File: src/rtl/assert_macros.svh
`ifndef ASSERT_MACROS_SVH
`define ASSERT_MACROS_SVH

// property that must hold at every edge outside reset
`define ASSERT_ALWAYS(label, clk, rst, cond) \
   label: assert property (@(posedge clk) disable iff (rst) (cond)) \
      else $error("assertion failed");

// consequence that must hold in the cycle after the trigger
`define ASSERT_NEXT(label, clk, rst, ante, cons) \
   label: assert property (@(posedge clk) disable iff (rst) (ante) |=> (cons)) \
      else $error("assertion failed");

`endif

File: src/rtl/wsm_pkg.sv
package wsm_pkg;

   localparam int MAX_PATTERN_BYTES = 32;
   localparam int PATTERN_BITS      = MAX_PATTERN_BYTES * 8;
   localparam int POS_BITS          = 6;
   localparam int BYTE_SEL_BITS     = $clog2(MAX_PATTERN_BYTES);
   localparam int QUEUE_DEPTH       = 2;
   localparam int QUEUE_PTR_BITS    = $clog2(QUEUE_DEPTH);
   localparam int QUEUE_CNT_BITS    = $clog2(QUEUE_DEPTH + 1);
   localparam int CSR_INDEX_BITS    = 3;

   localparam logic [7:0] WILDCARD_BYTE = 8'h2A;

   typedef logic [7:0]          byte_type;
   typedef logic [POS_BITS-1:0] pos_type;

   typedef enum logic [CSR_INDEX_BITS-1:0] {
      CSR_PATTERN_WORD_0 = 3'd0,
      CSR_PATTERN_WORD_1 = 3'd1,
      CSR_PATTERN_WORD_2 = 3'd2,
      CSR_PATTERN_WORD_3 = 3'd3,
      CSR_PATTERN_LENGTH = 3'd4
   } csr_index_type;

   // pattern setup handed from the register bank to the matcher
   typedef struct packed {
      logic                    clear;
      logic [PATTERN_BITS-1:0] pattern;
      pos_type                 length;
   } cfg_type;

endpackage

File: src/rtl/wsm_queue.sv
module wsm_queue import wsm_pkg::*; (
   input  logic     clock,
   input  logic     reset,
   input  logic     in_valid,
   output logic     in_ready,
   input  byte_type in_data,
   output logic     out_valid,
   output byte_type out_data,
   input  logic     out_pop
);

`include "assert_macros.svh"

   byte_type                  mem_ff [QUEUE_DEPTH];
   logic [QUEUE_PTR_BITS-1:0] wr_ptr_ff, wr_ptr_in;
   logic [QUEUE_PTR_BITS-1:0] rd_ptr_ff, rd_ptr_in;
   logic [QUEUE_CNT_BITS-1:0] count_ff, count_in;
   logic                      push, pop;

   assign in_ready  = (count_ff != QUEUE_CNT_BITS'(QUEUE_DEPTH));
   assign out_valid = (count_ff != '0);
   assign out_data  = mem_ff[rd_ptr_ff];
   assign push      = in_valid && in_ready;
   assign pop       = out_pop && out_valid;

   always_comb begin
      wr_ptr_in = wr_ptr_ff;
      rd_ptr_in = rd_ptr_ff;
      count_in  = count_ff;
      if (push) begin
         wr_ptr_in = (wr_ptr_ff == QUEUE_PTR_BITS'(QUEUE_DEPTH - 1)) ? '0 : wr_ptr_ff + 1'b1;
      end
      if (pop) begin
         rd_ptr_in = (rd_ptr_ff == QUEUE_PTR_BITS'(QUEUE_DEPTH - 1)) ? '0 : rd_ptr_ff + 1'b1;
      end
      if (push && !pop) begin
         count_in = count_ff + 1'b1;
      end else if (pop && !push) begin
         count_in = count_ff - 1'b1;
      end
   end

   always_ff @(posedge clock) begin
      if (reset) begin
         wr_ptr_ff <= '0;
         rd_ptr_ff <= '0;
         count_ff  <= '0;
      end else begin
         wr_ptr_ff <= wr_ptr_in;
         rd_ptr_ff <= rd_ptr_in;
         count_ff  <= count_in;
      end
   end

   always_ff @(posedge clock) begin
      if (push) begin
         mem_ff[wr_ptr_ff] <= in_data;
      end
   end

   `ASSERT_ALWAYS(a_queue_count_bound, clock, reset, count_ff <= QUEUE_CNT_BITS'(QUEUE_DEPTH))
   `ASSERT_NEXT(a_queue_fill, clock, reset, push && !pop, count_ff == $past(count_ff) + 1'b1)

endmodule

File: src/rtl/wsm_engine.sv
module wsm_engine import wsm_pkg::*; (
   input  logic     clock,
   input  logic     reset,
   input  cfg_type  cfg,
   input  logic     item_valid,
   input  byte_type item_data,
   output logic     item_pop,
   output logic     rsp_valid,
   input  logic     rsp_ready,
   output logic     rsp_match
);

`include "assert_macros.svh"

   pos_type  pos_ff, pos_in;
   pos_type  run_ff, run_in;
   logic     rsp_valid_ff, rsp_valid_in;
   logic     rsp_match_ff, rsp_match_in;
   pos_type  len;
   byte_type pat_byte;
   logic     can_emit;
   logic     skip;
   logic     hit;
   pos_type  eval_pos;
   pos_type  eval_run;

   // lengths above the pattern storage are clipped
   assign len = (cfg.length > POS_BITS'(MAX_PATTERN_BYTES)) ?
                POS_BITS'(MAX_PATTERN_BYTES) : cfg.length;
   assign pat_byte = cfg.pattern[pos_ff[BYTE_SEL_BITS-1:0] * 8 +: 8];
   assign can_emit = !rsp_valid_ff || rsp_ready;
   // one wildcard stepped over per cycle, if not stalled, before the compare
   assign skip     = (len != '0) && (pos_ff < len) && (pat_byte == WILDCARD_BYTE);

   always_comb begin
      eval_pos = pos_ff;
      eval_run = run_ff;
      hit      = 1'b0;
      if (pos_ff >= len) begin
         hit = 1'b1;
      end else begin
         if (run_ff == POS_BITS'(1)) begin
            if (item_data == pat_byte) begin
               eval_pos = pos_ff + 1'b1;
               eval_run = run_ff + 1'b1;
            end
         end else if (run_ff > POS_BITS'(1)) begin
            if (item_data != pat_byte) begin
               // back to the last wildcard, which is then stepped over again
               eval_pos = (run_ff > pos_ff) ? '0 : pos_ff - run_ff;
               eval_run = POS_BITS'(1);
            end else begin
               eval_pos = pos_ff + 1'b1;
               eval_run = run_ff + 1'b1;
            end
         end else if (item_data == pat_byte) begin
            eval_pos = pos_ff + 1'b1;
         end else begin
            eval_pos = '0;
         end
         if (eval_pos >= len) begin
            hit = 1'b1;
         end
      end
      if (hit) begin
         eval_pos = '0;
         eval_run = '0;
      end
   end

   always_comb begin
      pos_in       = pos_ff;
      run_in       = run_ff;
      rsp_valid_in = rsp_valid_ff && !rsp_ready;
      rsp_match_in = rsp_match_ff;
      item_pop     = 1'b0;
      if (cfg.clear) begin
         pos_in = '0;
         run_in = '0;
      end else if (item_valid && can_emit) begin
         if (len == '0) begin
            item_pop     = 1'b1;
            rsp_valid_in = 1'b1;
            rsp_match_in = 1'b0;
         end else if (skip) begin
            pos_in = pos_ff + 1'b1;
            run_in = POS_BITS'(1);
         end else begin
            item_pop     = 1'b1;
            pos_in       = eval_pos;
            run_in       = eval_run;
            rsp_valid_in = 1'b1;
            rsp_match_in = hit;
         end
      end
   end

   always_ff @(posedge clock) begin
      if (reset) begin
         pos_ff       <= '0;
         run_ff       <= '0;
         rsp_valid_ff <= 1'b0;
      end else begin
         pos_ff       <= pos_in;
         run_ff       <= run_in;
         rsp_valid_ff <= rsp_valid_in;
      end
   end

   always_ff @(posedge clock) begin
      rsp_match_ff <= rsp_match_in;
   end

   assign rsp_valid = rsp_valid_ff;
   assign rsp_match = rsp_match_ff;

   `ASSERT_ALWAYS(a_pos_bound, clock, reset, pos_ff <= POS_BITS'(MAX_PATTERN_BYTES))
   `ASSERT_NEXT(a_hit_clears, clock, reset, item_pop && !cfg.clear && rsp_match_in, pos_ff == '0 && run_ff == '0)
   `ASSERT_NEXT(a_skip_holds_item, clock, reset, item_valid && !item_pop, item_valid)

endmodule

File: src/rtl/wildcard_stream_matcher.sv
// Byte-stream pattern matcher with '*' wildcards. Each byte taken on req_
// yields one result on rsp_ whose bit 0 is set when that byte completes the
// pattern held in the csr_ registers (indexes 0 to 3: pattern bytes, low byte
// first; index 4: pattern length, zero disables matching). A two-entry input
// queue decouples req_ from the matcher, and the result sits in an output
// register, so a byte can be taken while a result waits. The matcher steps
// over each wildcard at the current pattern position before it compares a
// byte. A csr_ write to indexes 0 to 4 restarts the search; csr_ writes are
// for an idle block.
module wildcard_stream_matcher import wsm_pkg::*; (
   input  logic                      clock,
   input  logic                      reset,
   input  logic                      req_tvalid,
   output logic                      req_tready,
   input  logic [7:0]                req_tdata,   // [7:0] data_byte
   output logic                      rsp_tvalid,
   input  logic                      rsp_tready,
   output logic [7:0]                rsp_tdata,   // [0] match_found, [7:1] zero
   input  logic                      csr_valid,
   output logic                      csr_ready,
   input  logic [CSR_INDEX_BITS-1:0] csr_index,
   input  logic [63:0]               csr_data
);

   logic [PATTERN_BITS-1:0] pattern_ff, pattern_in;
   pos_type                 length_ff, length_in;
   logic                    clear;
   cfg_type                 cfg;
   logic                    item_valid;
   byte_type                item_data;
   logic                    item_pop;
   logic                    rsp_match;

   assign csr_ready = 1'b1;

   always_comb begin
      pattern_in = pattern_ff;
      length_in  = length_ff;
      clear      = 1'b0;
      if (csr_valid) begin
         case (csr_index)
            CSR_PATTERN_WORD_0: begin
               pattern_in[0 +: 64] = csr_data;
               clear = 1'b1;
            end
            CSR_PATTERN_WORD_1: begin
               pattern_in[64 +: 64] = csr_data;
               clear = 1'b1;
            end
            CSR_PATTERN_WORD_2: begin
               pattern_in[128 +: 64] = csr_data;
               clear = 1'b1;
            end
            CSR_PATTERN_WORD_3: begin
               pattern_in[192 +: 64] = csr_data;
               clear = 1'b1;
            end
            CSR_PATTERN_LENGTH: begin
               length_in = csr_data[POS_BITS-1:0];
               clear     = 1'b1;
            end
            default: begin
               clear = 1'b0;
            end
         endcase
      end
   end

   always_ff @(posedge clock) begin
      if (reset) begin
         pattern_ff <= '0;
         length_ff  <= '0;
      end else begin
         pattern_ff <= pattern_in;
         length_ff  <= length_in;
      end
   end

   assign cfg.clear   = clear;
   assign cfg.pattern = pattern_ff;
   assign cfg.length  = length_ff;

   wsm_queue u_queue (
      .clock     (clock),
      .reset     (reset),
      .in_valid  (req_tvalid),
      .in_ready  (req_tready),
      .in_data   (req_tdata),
      .out_valid (item_valid),
      .out_data  (item_data),
      .out_pop   (item_pop)
   );

   wsm_engine u_engine (
      .clock      (clock),
      .reset      (reset),
      .cfg        (cfg),
      .item_valid (item_valid),
      .item_data  (item_data),
      .item_pop   (item_pop),
      .rsp_valid  (rsp_tvalid),
      .rsp_ready  (rsp_tready),
      .rsp_match  (rsp_match)
   );

   assign rsp_tdata = {7'b0, rsp_match};

endmodule
File: config.mk
export PLATFORM = sky130hd
export DESIGN_NAME = wildcard_stream_matcher
export DESIGN_NICKNAME = d
export VERILOG_FILES = /design/src/rtl/wsm_pkg.sv /design/src/rtl/wsm_queue.sv /design/src/rtl/wsm_engine.sv /design/src/rtl/wildcard_stream_matcher.sv
export VERILOG_INCLUDE_DIRS = /design/src /design/src/rtl
export SDC_FILE = /design/constraint.sdc
export NUM_CORES = 1
export LEC_CHECK = 0
export BUFFER_PORTS_ARGS = -buffer_cell sky130_fd_sc_hd__buf_4
export CAP_MARGIN = 30
export CORE_UTILIZATION = 38
export CTS_BUF_LIST = sky130_fd_sc_hd__clkbuf_16
export DETAILED_ROUTE_END_ITERATION = 6
export HOLD_SLACK_MARGIN = 0.1
export MAX_ROUTING_LAYER = met4
export PLACE_DENSITY = 0.63
export SYNTH_ARGS = -nofsm -noshare
export SYNTH_HDL_FRONTEND = slang
export SYNTH_SLANG_ARGS = --single-unit
File: constraint.sdc
create_clock -name clock -period 12.05 [get_ports clock]
set_clock_uncertainty 0.2 [all_clocks]
set_input_delay 0.6025 -clock clock [delete_from_list [all_inputs] [get_ports clock]]
set_output_delay 0.6025 -clock clock [all_outputs]
set_load 0.01 [all_outputs]
==> metrics <==
Die W 192 um; synthesized area 13800 um2; critical path class reg2reg; cell with the most instances on the worst path a21o_1; TritonCTS Buffers 34; Cell Pwr Density 148 nW/um2; Die Ht 192 um; core box area 35600 um2; WP buf/inv 3; grt ovf 0; outcome completed; initial antenna violation count 0; antenna cells 0; final hold viol count 0; Net count, final 1807; r2r setup slk 4.10 ns; critical path startpoint category flop; Clk Latency, worst-skew pair 0.53 ns; DRC viols 0; Filler cells 3572; area of the multi-input gates 6970 um2; Sink Count 297; first-iteration detailed-routing DRC count 1101; critical-path maximum fanout 53; fin. max-slew vios 0; syn_area_per_cell 8.20 um2; Register Area 6120 um2; largest net degree at the start of global routing 159; Crit path required time 12.29 ns; Mapped Cells 1678; Worst-path clk slew 0.07 ns; Placed Cells 2118; first-pass GRT wire length 65500 um; Max-Cap Viols 0; post-synth cell types 61; CP arrival 8.19 ns; Setup crit end kind flop; DR vias/cell 5.43; Worst Hold Class in2reg; number of non-filler instances in the completed layout 2187; Vias 11900; htree depth 2; CP top delay family compound AO/OA/AOI/OAI gates; Slew @ Worst Pin 1.09 ns; DP HPWL 27300 um; FMAX 0.126 GHz; share of layout cells above drive strength 1 10.2%; Peak VDD IR 86.8 uV; clock buffer depth 3; Slew HR 25.3%; die area 37000 um2; GPL Wtd Cong 0.889; Setup-failing EPs final 0; RSZ-0062 raised after global routing no; post-CTS sizing 0; post-layout min period 7.95 ns; vias in the first global route 11400; clk root buf clkbuf_16; PortBufs 82; CP cell instances buf_4 -> mux2i_1 -> a22oi_1 -> nand3_1 -> nand4_1 -> xnor2_1 -> a2111o_1 -> or3_1 -> clkinv_4 -> ha_1 -> mux2i_1 -> nand2_1 -> and2_1 -> ha_1 -> nand2b_1 -> a21o_1 -> a21o_1 -> a21o_1 -> a21o_1 -> a2111oi_0 -> inv_1 -> o41ai_1 -> a211oi_1 -> a211oi_1; final wirelength 42100 um; dpl ws 4.25 ns; Synth top area share 40.7%; Synthesis Warnings 0; leading area contributor after synthesis dfxtp_1; num rows 69; Post-synth EDFFs 17; average wire per standard cell 19.3 um; flops & latches, synth 297; period utilisation layout 66.0%; setup TNS 0 ns; Leakage Power 5.24 nW; max incr delay on CP 0.95 ns; sequential fraction of the synthesis area 44.4%; Synth Flop Type dfxtp_1; Initial Utilization 38.7%; Synth async-reset ratio 0%; GRT Overall Usage 23.7%; Layout area overhead 13.8%; most common cell in the synthesized netlist nand2_1; CP max stage cell a2111oi_0; Synth area leaders dfxtp_1 (41%), nand2_1 (15%), a21oi_1 (10%), mux2i_1 (8.2%), edfxtp_1 (3.7%); DR pass1 iterations 6; final worst-path setup slack 4.10 ns; I/O Pins 91; DRT antenna net count 0; top cells by count, synth nand2_1 (543), dfxtp_1 (280), a21oi_1 (279); CTS tree done
per-stage QoR:
step	util (%)	hold WS [ns]	power (W)	cell area, um2
after floorplan	-	0.232	0.00127	13800
after global placement	40.7	0.239	0.00136	14500
after detailed placement	40.8	0.244	0.00137	14500
after CTS	43.9	0.133	0.00233	15600
after global routing	44.0	0.148	0.00240	15700
final	44.0	0.142	0.00232	15700
registers in the layout, summed over array words and instances, names as in the netlist, named ones only:
signal,flops
u_queue.wr_ptr_ff,1
u_queue.mem_ff,16
u_queue.count_ff,2
u_engine.run_ff,6
u_engine.rsp_match,1
u_engine.pos_ff,6
pattern_ff,256
u_queue.rd_ptr_ff,1
length_ff,6
u_engine.rsp_valid,1
worst register-to-register path: stages (launching register included):
cell and delay, ns:
dfxtp_4 0.61, buf_4 0.80, mux2i_1 0.32, a22oi_1 0.12, nand3_1 0.12, nand4_1 0.29
xnor2_1 0.23, a2111o_1 0.44, or3_1 0.59, clkinv_4 0.16, ha_1 0.24, mux2i_1 0.13
nand2_1 0.08, and2_1 0.19, ha_1 0.28, nand2b_1 0.13, a21o_1 0.17, a21o_1 0.17
a21o_1 0.17, a21o_1 0.16, a2111oi_0 0.95, inv_1 0.22, o41ai_1 0.75, a211oi_1 0.11
a211oi_1 0.24
kinds of logic (layout without fill, tap and decap cells):
| group | count (synthesis) | in the layout | synth area share, % |
|---|---|---|---|
| xor+xnor | 19 | 19 | 1.21 |
| other cells | 2 | 8 | 0.0546 |
| buf+inv | 148 | 190 | 5.40 |
| fa+ha+maj | 25 | 25 | 2.33 |
| compound gates | 390 | 390 | 16.0 |
| simple gates | 663 | 663 | 19.6 |
| flops | 297 | 297 | 44.4 |
| mux | 134 | 134 | 10.9 |
power breakdown:
| part | switching, W | internal, W | total [W] | leakage [nW] |
|---|---|---|---|---|
| clock | 0.000416 | 0.000550 | 0.000965 | 0.531 |
| combinational | 0.000176 | 0.000113 | 0.000290 | 2.28 |
| sequential | 0.0000307 | 0.00103 | 0.00106 | 2.43 |
| total | 0.000623 | 0.00169 | 0.00232 | 5.24 |
per-layer routing:
metal | vias to the layer above | routed length (um) | global-route usage [%]
met5 | - | 0 | -
li1 | 5747 | - | -
met4 | 0 | 1500 | 9.09
met1 | 5711 | 18400 | 29.6
met2 | 336 | 20200 | 39.1
met3 | 87 | 2060 | 2.80
cells in the final DEF (no fill, tap or decap), types with 7 or more instances in the layout:
master / n
dlygate4sd3_1: 8
a221oi_1: 7
a22oi_1: 36
ha_1: 24
a21o_1: 9
a21oi_1: 279
nor2_1: 31
mux4_2: 8
xor2_1: 9
clkbuf_16: 35
edfxtp_1: 17
nand2b_1: 9
mux2i_1: 113
dfxtp_1: 279
inv_1: 29
a211oi_1: 8
nand2_1: 543
clkinv_1: 7
nor2b_1: 12
xnor2_1: 10
conb_1: 8
nand3_1: 24
mux2_2: 10
buf_4: 96
o21ai_0: 20
path summary, 6_finish.rpt:
check / from / end / depth (start not counted)
min: csr_data[44] / pattern_ff[236] / 3
min reg2reg: pattern_ff[205] / pattern_ff[205] / 2
max: u_engine.pos_ff[1] / u_engine.run_ff[0] / 24
max reg2reg: u_engine.pos_ff[1] / u_engine.run_ff[0] / 24
cell type report:
type | count | share of cell area [%]
flip-flops and latches | 297 | 39.1
multi-input cells | 1239 | 44.5
clock buffers | 35 | 5.59
well taps | 461 | 3.68
repair buffers | 108 | 5.59
clock inverters | 25 | 0.991
inverters | 22 | 0.559
timing repair:
| item | in CTS | in global routing |
|---|---|---|
| setup buffers | 0 | 0 |
| setup endpoints to repair | 0 | 0 |
| hold buffers | 8 | 0 |
| endpoints found under the hold margin | 16 | 0 |
No activity file was read; power rests on OpenSTA's default activity.
